$ cat config.mk
export PLATFORM = sky130hd
export DESIGN_NAME = cdc_mul
export DESIGN_NICKNAME = d
export VERILOG_FILES = /design/src/rtl/cdc_mul.sv
export SDC_FILE = /design/constraint.sdc
export NUM_CORES = 2
export LEC_CHECK = 0
export BUFFER_PORTS_ARGS = -buffer_cell sky130_fd_sc_hd__buf_2
export CORE_MARGIN = 2
export CORE_UTILIZATION = 45
export DETAILED_ROUTE_END_ITERATION = 6
export GPL_ROUTABILITY_DRIVEN = 0
export PLACE_DENSITY = 0.65
export SKIP_LAST_GASP = 1
export SLEW_MARGIN = 25
export SYNTH_ARGS = -nofsm -noshare
export SYNTH_HDL_FRONTEND = slang
export SYNTH_SLANG_ARGS = --single-unit
$ cat constraint.sdc
create_clock -name clk -period 14.05 [get_ports clk]
set_input_delay 2.81 -clock clk [delete_from_list [all_inputs] [get_ports clk]]
set_output_delay 2.81 -clock clk [all_outputs]
set_load 0.005 [all_outputs]
$ cat src/rtl/cdc_mul.sv
module cdc_mul #(
    parameter int unsigned W = 32
) (
    input  logic           clk,
    input  logic           en,
    input  logic [W-1:0]   a,
    input  logic [W-1:0]   b,
    output logic [2*W-1:0] p
);

    logic [2*W-1:0] p_reg;

    // registered product, held between issues
    always_ff @(posedge clk)
    begin
        if (en)
        begin
            p_reg <= a * b;
        end
    end

    assign p = p_reg;

endmodule

==> impl_results.md <==
- Initial antenna violation count: 2
- Max Clk Rate: 0.0935 GHz
- DIE WIDTH: 284 um
- Post-synth top area share: 50.8%
- Slew headroom: 35.8%
- Largest area contributor in the netlist: fa_1
- P&R area growth vs syn: 4.33%
- CP Launch Type: input port
- Port Buffers: 129
- CTS buffer count: 9
- #FFs+latches synth: 64
- RSZ-0062 raised after global routing: false
- Gr usage total: 25.3%
- Cell class contributing the biggest share of worst-path delay: adder cells
- Hold Violations, Final: 0
- Yosys cell types: 57
- Async SR Flop Fraction: 0%
- Top post-synthesis cells by area: fa_1 (51%), and2_1 (11%), ha_1 (9.3%)
- CTS tree: done
- Initial Utilization: 45.5%
- Final ANT Viol Nets: 0
- Slowest-stage cell, CP: a31oi_1
- Mean number of vias per cell: 5.30
- Setup violations, final: 0
- Wire per inst: 20.8 um
- Number of global-route vias before repair: 28.0k
- Most frequent CP cell: fa_1
- Post-CTS Setup Repair Bufs: 0
- Setup_tns: 0 ns
- Post-Synthesis Cells: 3,748
- Syn_nets: 4,973
- Mean Syn Cell Area: 9.42 um2
- Setup crit end: p[62]$_DFFE_PP_
- Die Y: 284 um
- Worst setup EP type: flop
- Synth Cell Area: 0.0353 mm2
- Hold WS: 3.17 ns
- First-pass GRT wire length: 157 mm
- Final Cycle Share: 76.1%
- Root Buffer Master: clkbuf_16
- Detailed-placement wirelength estimate: 73.7 mm
- Final min period: 10.70 ns
- Status: completed
- Critical Path Max Stage Delay: 0.64 ns
- Main synth FF type: edfxtp_1
- Worst Hold Class: input port to flop
- Clk buf depth: 2
- CP Depth: 24
- Required time worst endpoint: 14.16 ns
- Total Wirelength: 98.4 mm
- Footprint of the multi-input gates: 0.0293 mm2
- Register area share after synthesis: 5.44%
- Drt drc: 0
- Post-CTS Hold Fix Bufs: 0
- Crit. Startpoint: b[8]
- GRT overflow: 0
- Crit path buf inv count: 6
- H-tree levels: 3
- CTS resizes: 0
- CTS sink cnt: 64
- Layout net count: 4,905
- Share of layout cells above drive strength 1: 4.72%
- Largest net degree at the start of global routing: 65
- Max Cap Viol: 0
- Syn. warnings: 0
- Crit path DAT: 10.80 ns
- Worst-margin pin slew: 0.964 ns
- Antenna cell count: 0
- Post-synth EDFFs: 64
- CP max FO: 32
- Detailed-route via count: 25.0k
- Reg area: 0.00192 mm2
- Core area: 0.0776 mm2
- Max reg flops: 64
- Crit-path cells: buf_2 -> nand2_1 -> fa_1 -> inv_1 -> fa_1 -> inv_1 -> fa_1 -> inv_1 -> fa_1 -> fa_1 -> fa_1 -> fa_1 -> inv_1 -> fa_1 -> inv_1 -> ha_1 -> nand4_1 -> or4_1 -> or3_1 -> a31oi_1 -> a31o_2 -> a211oi_1 -> o21ai_1 -> xor2_1
- Die Area: 0.0807 mm2
- Drt pass-1 iters: 5
- Clk slew on worst S/H paths: 0.07 ns
- Fillers: 7,489
- Site row count: 102
- Crit path kind: input port to flop
- Io pins: 130
- Final Max Slew Viols: 0
- 1st-iter DRT viols: 1,574
-- placed cells by master, fill, tap and decap left out, types with 9 or more instances in the layout --
cell type,count
fa_1,896
inv_1,865
and2_1,602
nand2_1,480
ha_1,263
buf_2,129
edfxtp_1,64
a21oi_1,63
a21o_1,40
xnor2_1,35
xor2_1,25
nand4_1,23
o21ai_0,21
nor2_1,20
and3_1,14
a31oi_1,12
buf_4,12
o21bai_1,10
nand3_1,10
o21a_1,9
clkbuf_16,9
-- layout make-up --
| cell class | count | share of cell area, % |
|---|---|---|
| Clock inverter | 7 | 0.275 |
| Timing Repair Buffer | 141 | 2.00 |
| Multi-Input combinational cell | 2599 | 79.6 |
| Clock buffer | 9 | 0.611 |
| Inverter | 865 | 8.81 |
| Tap cell | 1040 | 3.53 |
| Sequential cell | 64 | 5.22 |
-- cell usage after synthesis (12+ instances only) --
master      n
inv_1     865
nand2_1   480
nor2_1     20
ha_1      263
and2_1    602
xor2_1     25
a21oi_1    63
edfxtp_1   64
and3_1     14
nand4_1    23
o21ai_0    21
a21o_1     40
fa_1      896
xnor2_1    35
clkbuf_1  213
a31oi_1    12
-- worst min-delay path by stage --
| stage | cells past startpoint | slack, ns | to | from |
|---|---|---|---|---|
| 4_1_cts | 2 | 3.19 | p[52]$_DFFE_PP_ | en |
| 3_3_place_gp | 1 | 3.20 | p[49] | p[49]$_DFFE_PP_ |
| 2_1_floorplan | 0 | 2.92 | p[0]$_DFFE_PP_ | en |
| 5_1_grt | 2 | 3.21 | p[52]$_DFFE_PP_ | en |
| 3_5_place_dp | 1 | 3.20 | p[26] | p[26]$_DFFE_PP_ |
| 6_report | 2 | 3.17 | p[53]$_DFFE_PP_ | en |
-- kinds of logic after synthesis --
kind of cell | count (synthesis) | share of synthesized area (%)
buffers and inverters | 1085 | 11.6
AOI/OAI and AO/OA | 202 | 4.08
xor gates and xnor gates | 60 | 1.49
and+or+nand+nor | 1177 | 17.3
DFF | 64 | 5.44
adders and majority gates | 1159 | 60.1
muxes | 1 | 0.0283
-- through the flow --
step	worst slack [ns]	instances	utilization [%]	cell area, um2
floorplan	4.36	3748	-	35300
finish	3.35	4725	47.5	36800
global placement	3.13	4709	47.1	36500
CTS	3.46	4725	47.5	36800
global route	2.93	4725	47.5	36800
detailed placement	3.08	4709	47.1	36500
-- per-layer routing --
metal,global-route usage [%],vias to the layer above,share of wire [%]
li1,-,10800,-
met1,31.2,13200,38
met2,44.7,873,51
met3,3.77,202,6.1
met4,9.53,0,4.2
met5,0,-,0
Power is left out: the tool's default activity adds up to more than one toggle a clock period on the data nets, which glitch-free logic cannot reach.
