### config.mk
export PLATFORM = sky130hd
export DESIGN_NAME = cdc_fsm
export DESIGN_NICKNAME = d
export VERILOG_FILES = /design/src/rtl/cdc_pkg.sv /design/src/rtl/cdc_fsm.sv
export SDC_FILE = /design/constraint.sdc
export NUM_CORES = 1
export LEC_CHECK = 0
export BUFFER_PORTS_ARGS = -buffer_cell sky130_fd_sc_hd__buf_2
export CORE_AREA = 2 2 43 45
export DETAILED_ROUTE_END_ITERATION = 16
export DIE_AREA = 0 0 45 47
export PLACE_DENSITY = 0.62
export SYNTH_ARGS = -nofsm -noshare
export SYNTH_HDL_FRONTEND = slang
export SYNTH_SLANG_ARGS = --single-unit
### constraint.sdc
create_clock -name clk -period 4.4 [get_ports clk]
set_clock_uncertainty 0.15 [all_clocks]
set_input_delay 0.44 -clock clk [delete_from_list [all_inputs] [get_ports clk]]
set_output_delay 0.44 -clock clk [all_outputs]
set_load 0.005 [all_outputs]
### src/rtl/cdc_pkg.sv
package cdc_pkg;

    // request codes carried in func
    localparam logic [1:0] FUNC_SYNC  = 2'd0;
    localparam logic [1:0] FUNC_QUERY = 2'd1;
    localparam logic [1:0] FUNC_SET   = 2'd2;

    // configuration register indexes
    localparam int unsigned CFG_IDX_W = 4;
    localparam logic [CFG_IDX_W-1:0] REG_MIN_INTERVAL = 4'd0;
    localparam logic [CFG_IDX_W-1:0] REG_EPOCH_FLOOR  = 4'd1;

    // register reset values
    localparam logic [31:0] MIN_INTERVAL_RESET = 32'd10000;
    localparam logic [63:0] EPOCH_FLOOR_RESET  = 64'd1700000000000;

    // drift limits and scaling
    localparam logic signed [31:0] DRIFT_LIMIT     = 32'sd3276700;
    localparam logic signed [31:0] DRIFT_LIMIT_NEG = -32'sd3276700;
    localparam logic [31:0] PPM_SCALE = 32'd1000000;

    // divide by 100 as multiply by ceil(2^29/100) then shift, exact below 2^22
    localparam logic [31:0] RECIP_100   = 32'd5368710;
    localparam int unsigned RECIP_SHIFT = 29;

    // products stay below 2^86, divisors below 2^64
    localparam int unsigned DVD_W = 86;
    localparam int unsigned DVS_W = 64;
    localparam int unsigned MUL_W = 32;

    // sequencer states
    typedef enum logic [3:0] {
        ST_IDLE,
        ST_SPAN,
        ST_TEST,
        ST_MUL_LO,
        ST_MUL_HI,
        ST_MUL_SUM,
        ST_DIV_WAIT,
        ST_SAT,
        ST_SMOOTH,
        ST_CLAMP,
        ST_RECIP,
        ST_STORE,
        ST_CORR,
        ST_FINISH
    } state_t;

    // strobes from the sequencer to the datapath
    typedef struct packed {
        logic in_ready;
        logic load_in;
        logic calc_span;
        logic calc_test;
        logic mul_lo;
        logic mul_hi;
        logic div_start;
        logic sat;
        logic smooth;
        logic clamp;
        logic recip;
        logic store;
        logic corr;
        logic finish;
    } ctrl_t;

    // conditions from the datapath to the sequencer
    typedef struct packed {
        logic       req_valid;
        logic [1:0] func;
        logic       usable;
        logic       span_ok;
        logic       query_ok;
        logic       div_busy;
        logic       out_free;
    } status_t;

endpackage

### src/rtl/cdc_fsm.sv
module cdc_fsm (
    input  logic             clk,
    input  logic             rst_n,
    input  cdc_pkg::status_t sts,
    output cdc_pkg::ctrl_t   ctrl
);

    cdc_pkg::state_t state_reg, state_next;

    // next state
    always_comb
    begin
        state_next = state_reg;
        case (state_reg)
            cdc_pkg::ST_IDLE:
            begin
                if (sts.req_valid)
                begin
                    state_next = cdc_pkg::ST_SPAN;
                end
            end
            cdc_pkg::ST_SPAN:
            begin
                state_next = cdc_pkg::ST_TEST;
            end
            cdc_pkg::ST_TEST:
            begin
                case (sts.func)
                    cdc_pkg::FUNC_SYNC:
                    begin
                        state_next = (sts.usable && sts.span_ok) ? cdc_pkg::ST_MUL_LO
                                                                 : cdc_pkg::ST_FINISH;
                    end
                    cdc_pkg::FUNC_QUERY:
                    begin
                        state_next = sts.query_ok ? cdc_pkg::ST_MUL_LO : cdc_pkg::ST_FINISH;
                    end
                    cdc_pkg::FUNC_SET:
                    begin
                        state_next = cdc_pkg::ST_CLAMP;
                    end
                    default:
                    begin
                        state_next = cdc_pkg::ST_FINISH;
                    end
                endcase
            end
            cdc_pkg::ST_MUL_LO:
            begin
                state_next = cdc_pkg::ST_MUL_HI;
            end
            cdc_pkg::ST_MUL_HI:
            begin
                state_next = cdc_pkg::ST_MUL_SUM;
            end
            cdc_pkg::ST_MUL_SUM:
            begin
                state_next = cdc_pkg::ST_DIV_WAIT;
            end
            cdc_pkg::ST_DIV_WAIT:
            begin
                if (!sts.div_busy)
                begin
                    state_next = (sts.func == cdc_pkg::FUNC_SYNC) ? cdc_pkg::ST_SAT
                                                                  : cdc_pkg::ST_CORR;
                end
            end
            cdc_pkg::ST_SAT:
            begin
                state_next = cdc_pkg::ST_SMOOTH;
            end
            cdc_pkg::ST_SMOOTH:
            begin
                state_next = cdc_pkg::ST_CLAMP;
            end
            cdc_pkg::ST_CLAMP:
            begin
                state_next = cdc_pkg::ST_RECIP;
            end
            cdc_pkg::ST_RECIP:
            begin
                state_next = cdc_pkg::ST_STORE;
            end
            cdc_pkg::ST_STORE:
            begin
                state_next = cdc_pkg::ST_FINISH;
            end
            cdc_pkg::ST_CORR:
            begin
                state_next = cdc_pkg::ST_FINISH;
            end
            cdc_pkg::ST_FINISH:
            begin
                if (sts.out_free)
                begin
                    state_next = cdc_pkg::ST_IDLE;
                end
            end
            default:
            begin
                state_next = cdc_pkg::ST_IDLE;
            end
        endcase
    end

    // datapath strobes
    always_comb
    begin
        ctrl = '0;
        case (state_reg)
            cdc_pkg::ST_IDLE:
            begin
                ctrl.in_ready = 1'b1;
                ctrl.load_in  = sts.req_valid;
            end
            cdc_pkg::ST_SPAN:     ctrl.calc_span = 1'b1;
            cdc_pkg::ST_TEST:     ctrl.calc_test = 1'b1;
            cdc_pkg::ST_MUL_LO:   ctrl.mul_lo    = 1'b1;
            cdc_pkg::ST_MUL_HI:   ctrl.mul_hi    = 1'b1;
            cdc_pkg::ST_MUL_SUM:  ctrl.div_start = 1'b1;
            cdc_pkg::ST_SAT:      ctrl.sat       = 1'b1;
            cdc_pkg::ST_SMOOTH:   ctrl.smooth    = 1'b1;
            cdc_pkg::ST_CLAMP:    ctrl.clamp     = 1'b1;
            cdc_pkg::ST_RECIP:    ctrl.recip     = 1'b1;
            cdc_pkg::ST_STORE:    ctrl.store     = 1'b1;
            cdc_pkg::ST_CORR:     ctrl.corr      = 1'b1;
            cdc_pkg::ST_FINISH:   ctrl.finish    = sts.out_free;
            default:              ctrl = '0;
        endcase
    end

    // state register
    always_ff @(posedge clk or negedge rst_n)
    begin
        if (!rst_n)
        begin
            state_reg <= cdc_pkg::ST_IDLE;
        end
        else
        begin
            state_reg <= state_next;
        end
    end

endmodule

==> flow_metrics.tcl <==
set metrics [dict create \
    swShare_pct 47.4 \
    leakagePower_nw 0.299 \
    yosysSeqAreaShare_pct 22.5 \
    status "complete, no violations" \
    dp_hpwl_um 868 \
    clk_pin_slew_ns 0.04 \
    antenna_found_initial 0 \
    drt_iter0_drc 6 \
    vdd_ir_drop_max_uv 224 \
    power_mw 0.357 \
    io_pins 24 \
    worst-path-buf-inv 1 \
    cts_made_buffers 3 \
    core-area_um2 1650 \
    crit_path_max_incr_delay_ns 0.57 \
    synthFlopType "dfrtp_1" \
    slew_headroom_pct 72.0 \
    cts_tree "yes" \
    crit_chain "or2b_1 > nor3_1 > buf_2" \
    synth_compound_area_share_pct 29.3 \
    path_delay_family "flip-flops" \
    wl_per_cell_um 10.9 \
    ant_nets 0 \
    ys_ff_latch 4 \
    fin_tns_setup_ns 0 \
    worstMarginPinSlew_ns 0.420 \
    slew_viol_final 0 \
    drive_gt1_share_pct 34.1 \
    cp-start-kind "flip-flop" \
    clkLatencyLatePin_ns 0.23 \
    fin_area_um2 588 \
    antenna_cells 0 \
    fin_crit_ns 2.04 \
    dp_cells 98 \
    gp_congestion 0.778 \
    post-route-period-util_pct 46.3 \
    grt_util_all_layers_pct 10.6 \
    clockBufferDepth 2 \
    synth_nets 72 \
    synth.avg_cell_area_um2 7.16 \
    async_flop_share_pct 100 \
    portBuffers 23 \
    rows 15 \
    via_per_inst 5.15 \
    ctsHtreeMaxLevel 1 \
    rsz0062_at_grt "false" \
    seq_power_share_pct 31.7 \
    chipWidth_um 45 \
    criticalPathCategory "flip-flop to primary output" \
    netlist_area_um2 444 \
    initial_core_util_pct 26.9 \
    yosysMostFrequentCell "nor2_1" \
    pwr-share-comb_pct 56.1 \
    synth_top_family_by_area "simple AND/OR/NAND/NOR gates" \
    synthSimpleGateAreaFrac_pct 40.0 \
    drc 0 \
    cts_root_buffer "clkbuf_4" \
    die_height_um 47 \
    grt_max_degree 16 \
    nets 97 \
    dr.pass1.iters 4 \
    clock.fmax_ghz 0.491 \
    p_int_mw 0.188 \
    synth_warnings 0 \
    path_max_fanout 15 \
    postSynthCellCount 62 \
    p_per_area_nw_per_um2 606 \
    die-area_um2 2120 \
    placed_cell_area_um2 556 \
    synth_top_area_share_pct 22.5 \
    p_clk_share_pct 12.2 \
    crit_path_end_kind "primary output" \
    cap_violations 0 \
    synth_edf_count 0 \
    grt_overflow 0 \
    critPathSlowestCell "dfrtp_1" \
    synth_fa_ha_area_share_pct 0 \
    grt_pass1_wl_mm 1.65 \
    finalSetupViolations 0 \
    synth.mux.area_fraction_pct 0 \
    yosysTopAreaCell "dfrtp_1" \
    wirelength_mm 1.11 \
    vias 525 \
    arrival_ns 1.45 \
    p_sw_mw 0.169 \
    clock-sinks 4 \
    synth_xor_area_share_pct 0 \
    area_growth_pct 32.4 \
    instances_no_fill 102 \
    required_ns 3.81 \
    grt_pass1_vias 424 \
    ys_types 30 \
    largest_reg_flops 4 \
    synth_area_leaders "dfrtp_1 (23%), nor3_1 (7.9%), nor2_1 (6.8%)" \
    finalHoldViolations 0 \
    synthTopCellsByCount "nor2_1 (8), nand2_1 (7), nor3_1 (7), a21oi_1 (4), dfrtp_1 (4)" \
    hold_class "input pin to flip-flop" \
    holdWs_ns 0.333 \
]
## cell families after synthesis
logic type             after synthesis
AND/OR/NAND/NOR                     33
flip-flops                           4
buffers and inverters                7
AO/OA/AOI/OAI                       18
## metal layers
layer	track usage, %	vias up	share of wire, %
met1	13.0	231	46
met4	5.29	0	0
met5	0	-	0
li1	-	283	-
met3	1.15	0	4.0
met2	18.3	11	50
## final timing paths
check	startpoint	endpoint	slack, ns	cells past startpoint
setup / recovery	state_reg[0]	ctrl[11]	2.36	3
hold reg to reg	state_reg[0]	state_reg[0]	0.66	2
max in group asynchronous	rst_n	state_reg[2]	3.59	2
min in group asynchronous	rst_n	state_reg[0]	0.39	2
setup reg to reg	state_reg[1]	state_reg[1]	2.68	5
hold / removal	sts[1]	state_reg[1]	0.33	2
## final cells by class
cell class	instances	area [um^2]
well taps	17	21.3
clock buffers	3	22.5
fillers	182	1060
multi-input cells	51	308
repair buffers	24	125
inverters	3	11.3
flip-flops and latches	4	100
## power by group through the flow
stage	logic [mW]	clock network, mW	registers, mW
floorplan	0.187	0	0.0703
detailed placement	0.201	0	0.111
CTS	0.201	0.0472	0.110
global placement	0.199	0	0.110
global route	0.221	0.0464	0.119
finish	0.200	0.0434	0.113
## cells in the final DEF (no fill, tap or decap), types with 2 or more instances in the layout
cell	n
nand2_1	7
buf_2	23
nor2_1	8
clkbuf_4	3
inv_1	3
o21ai_0	3
nor2b_1	2
nor3_1	7
a21oi_1	4
dfrtp_1	4
## through the flow
step	setup WS (ns)	util [%]
floorplan	2.87	-
global placement	2.61	33.6
detailed placement	2.62	33.6
CTS	2.37	35.6
global route	2.24	35.6
finish	2.36	35.6
## timing repair
action                    CTS  global route
hold endpoints to repair    4             0
hold buffers                1             0
gates resized for setup     0             0
buffers inserted            0             0
No activity file was read; power rests on OpenSTA's default activity.
