## config.mk

```make
export PLATFORM = sky130hd
export DESIGN_NAME = cdc_div
export DESIGN_NICKNAME = d
export VERILOG_FILES = /design/src/rtl/cdc_div.sv
export SDC_FILE = /design/constraint.sdc
export NUM_CORES = 1
export LEC_CHECK = 0
export BUFFER_PORTS_ARGS = -buffer_cell sky130_fd_sc_hd__buf_2
export CAP_MARGIN = 20
export CORE_MARGIN = 10
export CORE_UTILIZATION = 37
export DETAILED_ROUTE_END_ITERATION = 6
export GPL_TIMING_DRIVEN = 1
export PLACE_DENSITY = 0.57
export SYNTH_ARGS = -nofsm -noshare
export SYNTH_HDL_FRONTEND = slang
export SYNTH_SLANG_ARGS = --single-unit
export TNS_END_PERCENT = 100
```

## constraint.sdc

```tcl
create_clock -name clk -period 7.4 [get_ports clk]
set_input_delay 0.37 -clock clk [delete_from_list [all_inputs] [get_ports clk]]
set_output_delay 0.37 -clock clk [all_outputs]
set_load 0.1 [all_outputs]
```

## src/rtl/cdc_div.sv

```systemverilog
module cdc_div #(
    parameter int unsigned DVD_W = 86,
    parameter int unsigned DVS_W = 64
) (
    input  logic             clk,
    input  logic             rst_n,
    input  logic             start,
    input  logic [DVD_W-1:0] dividend,
    input  logic [DVS_W-1:0] divisor,
    output logic             busy,
    output logic [DVD_W-1:0] quotient
);

    localparam int unsigned CNT_W = $clog2(DVD_W + 1);

    logic             busy_reg, busy_next;
    logic [CNT_W-1:0] cnt_reg, cnt_next;
    logic [DVS_W-1:0] rem_reg, rem_next;
    logic [DVD_W-1:0] quo_reg, quo_next;
    logic [DVS_W-1:0] dvs_reg, dvs_next;
    logic [DVS_W:0]   trial;
    logic [DVS_W:0]   trial_sub;
    logic             take;

    // one restoring step: shift in the next dividend bit, subtract if it fits
    always_comb
    begin
        trial     = {rem_reg, quo_reg[DVD_W-1]};
        trial_sub = trial - {1'b0, dvs_reg};
        take      = (trial >= {1'b0, dvs_reg});
    end

    // step sequencing
    always_comb
    begin
        busy_next = busy_reg;
        cnt_next  = cnt_reg;
        rem_next  = rem_reg;
        quo_next  = quo_reg;
        dvs_next  = dvs_reg;
        if (start)
        begin
            busy_next = 1'b1;
            cnt_next  = CNT_W'(DVD_W);
            rem_next  = '0;
            quo_next  = dividend;
            dvs_next  = divisor;
        end
        else if (busy_reg)
        begin
            rem_next = take ? trial_sub[DVS_W-1:0] : trial[DVS_W-1:0];
            quo_next = {quo_reg[DVD_W-2:0], take};
            cnt_next = cnt_reg - CNT_W'(1);
            if (cnt_reg == CNT_W'(1))
            begin
                busy_next = 1'b0;
            end
        end
    end

    // control state
    always_ff @(posedge clk or negedge rst_n)
    begin
        if (!rst_n)
        begin
            busy_reg <= 1'b0;
            cnt_reg  <= '0;
        end
        else
        begin
            busy_reg <= busy_next;
            cnt_reg  <= cnt_next;
        end
    end

    // working registers
    always_ff @(posedge clk)
    begin
        rem_reg <= rem_next;
        quo_reg <= quo_next;
        dvs_reg <= dvs_next;
    end

    assign busy     = busy_reg;
    assign quotient = quo_reg;

endmodule

```

==> run metrics, run 1 <==
status=finished, final reports clean; clock network power share=24.1%; crit-path cells=inv_1, ha_1, nor2b_1, o21bai_4, a31oi_4, o31ai_2, a211o_1, nor3_4, a31oi_4, o21ai_4, buf_4, mux2_2, mux2i_1, nor2_1; Layout area overhead=24.2%; die width=206 µm; Int Pwr=3.29 mW; share of cells above drive strength 1=26.0%; core area=33800 µm²; crit path from=dvs_reg[1]; Gate power share=45.3%; Post-Synth Adder-Cell Area=6.63%; DRC viols=0; number of synthesized flops with an enable pin=150; H-Tree Depth=1; main flop type after synthesis=edfxtp_1; CP Buf/Inv Count=2; LEAKAGE=6.80 nW; TritonCTS clock tree=built; crit share post-route=54.9%; cell count along the critical path=14; Synth Cell Area=12800 µm²; startpoint types=flip-flop; CP arrival=4490 ps; multi-input logic area=6130 µm²; Critical Path RT=7820 ps; row count=67; RSZ-0062 raised after global routing=false; Max VDD drop=0.000222 V; Root Driver=clkbuf_16; gpl congestion=0.863; post-synthesis mux area share=8.76%; Reg power frac=30.5%; r2r startpoint=dvs_reg[1]; number of distinct library cells after synthesis=70; Worst-path clk slew=60 ps; Slew @ Worst Pin=928 ps; via-per-instance ratio=5.19; DIE AREA=42300 µm²; post-synthesis sequential area ratio=46.9%; Synthesized Nets=1473; routed wire length=36100 µm; largest family of logic cells by synthesized area=compound AO/OA/AOI/OAI gates; via count=10306; endpoint kind of the worst setup timing path=flip-flop; clock sinks=222; Routed Antenna Nets=0; Power Dens Cells=360 nW/µm²; max reg flops=86; GR Overflow Total=0; fmax=0.246 GHz; I/O pins=240; compound-cell area share of the yosys netlist=16.6%; Final Skew=15.8 ps; Max Slew Vio Count=0; clock tree buffer depth=3; Hold Path Class=in -> reg; Slew Limit Headroom=38.2%; NumNets Final=1737; Fill cells=3189; Slowest cell on crit path=o21ai_4; initial antenna violation count=3; first drt pass iteration count=5; Syn Area/Cell=10.2 µm²; postcts setup bufs=0; CP max stage delay=660 ps; P_sw=2.41 mW; CP endpoint=rem_reg[13]; All-Layer GR Usage=16.7%; final hold violations=0; IO buf count=239; post-synthesis async set-or-reset flop share=3.60%; Clock Latency Late Sink=570 ps; Post-Route Utilization=46.9%; xor/xnor share of the synthesized area=4.05%; starting density of the core=37.7%; switch share=42.3%; Top delay family on crit path=compound AO/OA/AOI/OAI gates; kind of critical path=reg -> reg; pin count of the biggest net entering global routing=86; crit path time final=4070 ps; worst-path maximum fanout=32; R2R Setup Slk=3330 ps; CP most frequent cell=a31oi_4; R2R depth=14; per-cell routed wire length=18.2 µm; Chip Height=206 µm; # setup viols final=0; synthesized instance count=1253; number of buffers created by CTS=28; first-pass GRT wire length=57400 µm; DPL Wire Length=26100 µm; 1st-iter DRT viols=647; Yosys reg bits=222; max-cap violation count=0; setup_tns=0 ps; Synth Area in Simple Gates=11.9%; Min-Delay Path Depth=1; vias in the first global route=10577; Yosys Warn Count=0; RR Endpoint=rem_reg[13]; flip-flop and latch area=5990 µm²
power by group through the flow:
stage	clock [mW]	sequential, mW	combinational [mW]
after floorplan	0	2.11	1.65
after global placement	0	1.75	2.53
after detailed placement	0	1.76	2.53
after CTS	1.41	1.74	2.57
after global routing	1.46	1.77	2.83
final	1.38	1.74	2.58
per-layer routing:
metal / part of all wire (%) / track usage, % / up-vias
met5: 0.055 / 0 / -
met4: 2.5 / 4.75 / 2
met3: 8.3 / 5.76 / 47
met2: 45 / 26.4 / 323
met1: 44 / 21.3 / 4823
li1: - / - / 5111
placed cells by master, fill, tap and decap left out, types with 14 or more instances in the layout:
cell type,count
a21o_1,39
o21bai_1,14
a21oi_1,93
dfxtp_1,64
edfxtp_1,150
xnor2_1,39
nand2_1,135
nor2_1,82
nor3_1,14
nand4_1,24
nand3_1,26
ha_1,66
o21ai_0,48
a311oi_1,28
xor2_1,20
inv_1,81
buf_2,238
a211oi_1,14
mux2_2,89
dlygate4sd3_1,63
clkbuf_16,28
cell type report:
cell class	instances	share of cell area [%]
multi-input cells	872	38.7
repair buffers	311	12.1
clock buffers	31	4.56
inverters	82	1.95
well taps	448	3.54
flip-flops and latches	222	37.8
clock inverters	19	1.28
diodes	2	0.0316
synth_stat cells, drive strengths merged (6+ instances only):
master,number,area [µm²]
edfxtp,150,4500
nand2,136,513
a21oi,93,465
mux2,90,1020
inv,82,308
nor2,82,308
ha,66,826
dfxtp,64,1280
o21ai,59,303
clkbuf,49,184
a21o,39,293
xnor2,39,342
a311oi,28,245
buf,28,155
nand3,27,140
nand4,24,150
xor2,20,175
nor3,15,86.3
o21bai,15,124
a211oi,14,105
mux2i,10,100
nand2b,10,62.6
or3,10,62.6
a31oi,8,80.1
a32oi,8,70.1
dfrtp,8,200
nor2b,7,43.8
o21a,7,52.6
o211ai,6,45.0
how the worst min path moves through the flow:
stage | startpoint | end | slack, ps
after floorplan | rst_n | busy | 70
after global placement | rst_n | cnt_reg[5] | 230
after detailed placement | rst_n | cnt_reg[4] | 230
after CTS | divisor[1] | dvs_reg[1] | 7
after global routing | divisor[0] | dvs_reg[0] | 9
final | divisor[1] | dvs_reg[1] | 40
stage by stage:
step           worst slack, ps  instance area, µm²  power (mW)  hold slack (ps)  std cells
4_1_cts                   3320               15800        5.73             7.25       1984
3_5_place_dp              3360               14200        4.29              226       1871
5_1_grt                   3050               15800        6.05             8.76       1985
6_report                  3330               15800        5.70             36.1       1987
3_3_place_gp              3420               14200        4.29              227       1871
2_1_floorplan             3670               12800        3.76             74.4       1253
worst register-to-register path, delay by kind of cell, from the launching register on:
kind                       cells  cell delay, ps
muxes                          2             520
buffers and inverters          2             560
DFF                            1             390
adders and majority gates      1             290
and+or+nand+nor                3             530
AOI/OAI and AO/OA              6            1620
timing repair:
| action | CTS | global route |
|---|---|---|
| gates resized for setup | 0 | 0 |
| hold buffers | 63 | 0 |
| endpoints found under the hold margin | 70 | 0 |
logic make-up after synthesis:
family                   after synthesis
XOR/XNOR                              59
adder cells (fa/ha/maj)               67
flip-flops                           222
AO/OA/AOI/OAI                        313
multiplexers                         100
AND/OR/NAND/NOR                      333
buffers and inverters                159
(Power assumes the default switching activity.)
==> run 2: changes to the inputs <==
--- a/config.mk
+++ b/config.mk
@@ -11,7 +11,7 @@
 export CORE_UTILIZATION = 37
 export DETAILED_ROUTE_END_ITERATION = 6
 export GPL_TIMING_DRIVEN = 1
-export PLACE_DENSITY = 0.57
+export PLACE_DENSITY = 0.59
 export SYNTH_ARGS = -nofsm -noshare
 export SYNTH_HDL_FRONTEND = slang
 export SYNTH_SLANG_ARGS = --single-unit
==> constraint.sdc (replaced) <==
create_clock -name clk -period 3.6 [get_ports clk]
set_input_delay 0.18 -clock clk [delete_from_list [all_inputs] [get_ports clk]]
set_output_delay 0.18 -clock clk [all_outputs]
set_load 0.1 [all_outputs]
==> run 2 against run 1 <==
Count of clock-buffer cells in the layout increased by 11. Critical path depth unchanged. Highest routed layer is now met4. Sequential power grew 110%. Final cell count grew 5.0%. Sequential cell count unchanged. Clock skew up 20 ps. Routed wire length up 7.8%. First-iteration DRC count shrank 21%. Die area unchanged. Worst setup slack got worse by 3100 ps. Hold slack improved by 11 ps.
==> run metrics, run 2 (synthesized netlist as in run 1, its figures left out) <==
status=finished, final reports clean; postcts setup bufs=0; I/O pins=240; Final Skew=36.0 ps; Slew @ Worst Pin=830 ps; per-cell routed wire length=18.7 µm; routed wire length=39000 µm; fin cells=2086; Max VDD drop=0.000480 V; Power Dens Cells=720 nW/µm²; Critical Path RT=4120 ps; DIE AREA=42300 µm²; endpoint kind of the worst setup timing path=flip-flop; startpoint types=flip-flop; row count=67; setup_tns=0 ps; max-cap violation count=0; clock sinks=222; global routing usage on met2=30.4%; commonest non-fill, non-tap cell in the layout=buf_2; share of cells above drive strength 1=25.0%; number of buffers created by CTS=28; CP arrival=3890 ps; Int Pwr=7.10 mW; switch share=41.6%; Chip Height=206 µm; first-pass GRT wire length=62400 µm; worst-path maximum fanout=3; total power=12.2 mW; Slew Limit Headroom=44.6%; GR Overflow Total=0; DRC viols=0; kind of critical path=reg -> reg; first drt pass iteration count=5; clock network power share=24.3%; Post-Route Utilization=50.0%; via-per-instance ratio=5.18; All-Layer GR Usage=18.2%; die width=206 µm; clock tree buffer depth=3; via count=10809; gpl congestion=0.923; DP Cell Count=1882; crit path time final=3370 ps; Routed Antenna Nets=0; most frequent cells in the layout=buf_2, dlygate4sd3_1, edfxtp_1; Max Slew Vio Count=0; H-Tree Depth=1; max reg flops=86; Clock Latency Late Sink=580 ps; RSZ-0062 raised after global routing=false; GR Util met1=21.9%; NumNets Final=1835; Gate power share=46.2%; DPL Wire Length=27300 µm; # setup viols final=0; 1st-iter DRT viols=511; initial antenna violation count=1; TritonCTS clock tree=built; Layout area overhead=32.6%; IO buf count=239; crit share post-route=93.7%; Root Driver=clkbuf_16; met3 Use GR=5.76%; pin count of the biggest net entering global routing=105; Reg power frac=29.5%; LEAKAGE=7.25 nW; Hold Path Class=in -> async; P_sw=5.07 mW; Worst-path clk slew=60 ps; vias in the first global route=11308; final hold violations=0; fmax=0.296 GHz; core area=33800 µm²; gr busiest metal=met2; starting density of the core=37.7%
run 2: cell count changes in the layout (fill, tap and decap cells not counted), sizes merged:
cell,before,now
buf,247,257
bufinv,3,4
clkbuf,32,43
clkinv,13,4
clkinvlp,3,2
diode,2,1
dlygate4sd3,63,151
run 2: what timing repair did:
action | in CTS | in global routing
cloned | 0 | 0
hold buffers | 151 | 0
endpoints found under the hold margin | 158 | 0
gates resized for setup | 1 | 6
setup endpoints to repair | 1 | 36
pin swaps | 0 | 1
run 2: layout make-up:
type	instances	area, µm²
fill	3051	16900
multi-input combinational	872	6160
sequential	222	5990
timing repair buffer	409	2910
clock buffer	42	793
tap	448	561
inverter	82	312
clock inverter	10	183
antenna	1	2.50
run 2: path summary, 6_finish.rpt:
path	start	end	slack, ps	cells past startpoint
setup / recovery	quotient[85]	rem_reg[60]	230	14
hold / removal	rst_n	cnt_reg[2]	50	2
setup reg to reg	quotient[85]	rem_reg[60]	230	14
hold reg to reg	rem_reg[6]	rem_reg[6]	480	2
max in group asynchronous	rst_n	busy	3360	2
min in group clk	start	cnt_reg[0]	80	2
run 2: metrics by stage:
step | hold slack, ps | instance area [µm²] | setup slack, ps
2_1_floorplan | -116 | 12800 | 19.3
3_3_place_gp | 36.1 | 14400 | 142
3_5_place_dp | 35.9 | 14400 | 42.2
4_1_cts | 15.6 | 16900 | 105
5_1_grt | 43.0 | 16900 | 6.24
6_report | 47.1 | 16900 | 227
run 2: critical path, cell delays in order (launching register included):
cell,delay [ps]
edfxtp_1,370
inv_1,60
ha_1,220
fa_1,380
nor2b_1,210
o2111ai_1,180
a21oi_1,180
nor2_1,110
o311ai_2,300
a21oi_1,180
o21ai_1,240
o21ai_0,230
o21ai_0,240
mux2_2,370
nand2_1,50
run 2: power by group through the flow:
| stage | logic, mW | registers [mW] | clock network [mW] |
|---|---|---|---|
| floorplan | 3.39 | 4.35 | 0 |
| global placement | 5.39 | 3.63 | 0 |
| detailed placement | 5.40 | 3.62 | 0 |
| CTS | 5.56 | 3.59 | 3.04 |
| global route | 6.13 | 3.65 | 3.14 |
| finish | 5.62 | 3.59 | 2.96 |
run 2: routing by layer:
| metal | wire length (µm) | share of wire, % |
|---|---|---|
| met1 | 16500 | 42 |
| met2 | 18600 | 48 |
| met3 | 2920 | 7.5 |
| met4 | 1050 | 2.7 |
| met5 | 0 | 0 |
==> run 3: changes to the inputs <==
--- a/config.mk
+++ b/config.mk
@@ -7,7 +7,7 @@
 export LEC_CHECK = 0
 export BUFFER_PORTS_ARGS = -buffer_cell sky130_fd_sc_hd__buf_2
 export CAP_MARGIN = 20
-export CORE_MARGIN = 10
+export CORE_MARGIN = 2
 export CORE_UTILIZATION = 37
 export DETAILED_ROUTE_END_ITERATION = 6
 export GPL_TIMING_DRIVEN = 1
==> run 3 against run 2 <==
Critical path depth unchanged. Clock skew decreased by 18 ps. Worst setup slack got worse by 96 ps. Combinational power decreased by 0.9%. Final area decreased by 0.30%. Critical path type unchanged. Hold slack got worse by 32 ps. Sequential share of layout area increased by 0.11 points. Count of clock-buffer cells in the layout decreased by 8. First-iteration DRC count increased by 52%. Non-clock buffer count increased by 3. Maximum frequency decreased by 2.8%. Sequential cell count unchanged. Largest cell class unchanged.
==> run metrics, run 3 (synthesized netlist as in run 1, its figures left out) <==
status=finished, final reports clean; CP arrival=3970 ps; Slew @ Worst Pin=856 ps; fmax=0.288 GHz; max reg flops=86; die width=190 µm; top sig layer=met5; 1st-iter DRT viols=778; Chip Height=190 µm; gpl congestion=0.905; DPL Wire Length=26100 µm; max-cap violation count=0; switch share=41.6%; number of buffers created by CTS=28; kind of critical path=reg -> reg; setup_tns=0 ps; clock sinks=222; Routed met1 length=15900 µm; share of cells above drive strength 1=25.1%; per-cell routed wire length=18.0 µm; pin count of the biggest net entering global routing=88; H-Tree Depth=1; RSZ-0062 raised after global routing=false; Final Skew=18.4 ps; crit share post-route=96.4%; Max VDD drop=0.000479 V; P_sw=4.98 mW; initial antenna violation count=1; first drt pass iteration count=5; Max Slew Vio Count=0; worst-path maximum fanout=9; I/O pins=240; DRC viols=0; GR Overflow Total=0; Hold Path Class=in -> async; Gate power share=46.5%; Critical Path RT=4100 ps; IO buf count=239; CP most frequent cell=a31oi_4; TritonCTS clock tree=built; Root Driver=clkbuf_16; LEAKAGE=7.24 nW; Clock Latency Late Sink=550 ps; crit path time final=3470 ps; Layout area overhead=32.2%; via count=10942; final hold violations=0; Worst-path clk slew=60 ps; clock network power share=23.6%; Reg power frac=29.9%; most frequent cells in the layout=buf_2, edfxtp_1, dlygate4sd3_1; metal2 WL=17700 µm; met3 WL post-DR=2690 µm; Slowest cell on crit path=edfxtp_1; Power Dens Cells=711 nW/µm²; commonest non-fill, non-tap cell in the layout=buf_2; CP max stage delay=380 ps; # setup viols final=0; crit-path cells=inv_1, ha_1, nor2b_1, o21bai_4, a31oi_4, o31ai_2, a211o_1, nor3_4, a31oi_4, o21ai_4, buf_4, nand2_1, nor4bb_1, or3_1; core area=33700 µm²; clock tree buffer depth=3; first-pass GRT wire length=59500 µm; starting density of the core=37.8%; Int Pwr=7.00 mW; row count=67; via-per-instance ratio=5.24; Slew Limit Headroom=42.9%; NumNets Final=1838; routed wire length=37600 µm; All-Layer GR Usage=20.7%; startpoint types=flip-flop; vias in the first global route=11208; DIE AREA=36000 µm²; endpoint kind of the worst setup timing path=flip-flop; Routed Antenna Nets=0; Post-Route Utilization=50.0%
==> run 3: critical path: cells and delay by family (launching register included) <==
| family | cells | cell delay, ps |
|---|---|---|
| flops | 1 | 380 |
| compound gates | 6 | 1290 |
| fa+ha+maj | 1 | 290 |
| buf+inv | 2 | 300 |
| simple gates | 5 | 1160 |
==> run 3: worst paths after layout <==
| check | to | startpoint | slack, ps | depth (start not counted) |
|---|---|---|---|---|
| max in group asynchronous | busy | rst_n | 3400 | 2 |
| min reg2reg | rem_reg[33] | rem_reg[33] | 480 | 2 |
| min in group clk | quotient[85] | dividend[85] | 40 | 2 |
| min | cnt_reg[5] | rst_n | 20 | 2 |
| max | rem_reg[63] | dvs_reg[1] | 130 | 14 |
| max reg2reg | rem_reg[63] | dvs_reg[1] | 130 | 14 |
==> run 3: area by class of cell <==
cell class	instances	area [µm²]
clock buffers	34	723
multi-input cells	872	6150
flip-flops and latches	222	5990
well taps	448	561
repair buffers	412	2930
clock inverters	18	196
inverters	82	312
diodes	1	2.50
fillers	3102	16800
==> run 3: stage by stage <==
step / worst slack [ps] / area [µm²] / instances / power, mW / hold slack [ps]
after floorplan: 19.3 / 12800 / 1253 / 7.74 / -116
after global placement: 273 / 14400 / 1886 / 8.99 / 32.5
after detailed placement: 91.4 / 14400 / 1886 / 9.00 / 33.3
after CTS: 57.5 / 16800 / 2088 / 12.0 / 3.66
after global routing: 3.44 / 16900 / 2088 / 12.7 / 14.0
final: 131 / 16900 / 2089 / 12.0 / 15.2
==> run 3: power groups by stage <==
| stage | logic, mW | clock network, mW | registers, mW |
|---|---|---|---|
| after floorplan | 3.39 | 0 | 4.35 |
| after global placement | 5.38 | 0 | 3.62 |
| after detailed placement | 5.38 | 0 | 3.62 |
| after CTS | 5.52 | 2.91 | 3.59 |
| after global routing | 6.09 | 3.00 | 3.65 |
| final | 5.57 | 2.82 | 3.59 |
==> run 3: repair_timing <==
| item | 4_1_cts | 5_1_grt |
|---|---|---|
| hold buffers | 150 | 0 |
| resized for setup | 0 | 4 |
| buffers inserted | 0 | 0 |
| endpoints found under the hold margin | 157 | 0 |
| setup endpoints to repair | 0 | 10 |
==> run 3: layer usage <==
layer | track usage (%) | vias to the layer above
li1 | - | 5304
met1 | 25.4 | 5173
met2 | 35.3 | 378
met3 | 5.20 | 85
met4 | 7.42 | 2
met5 | 0 | -
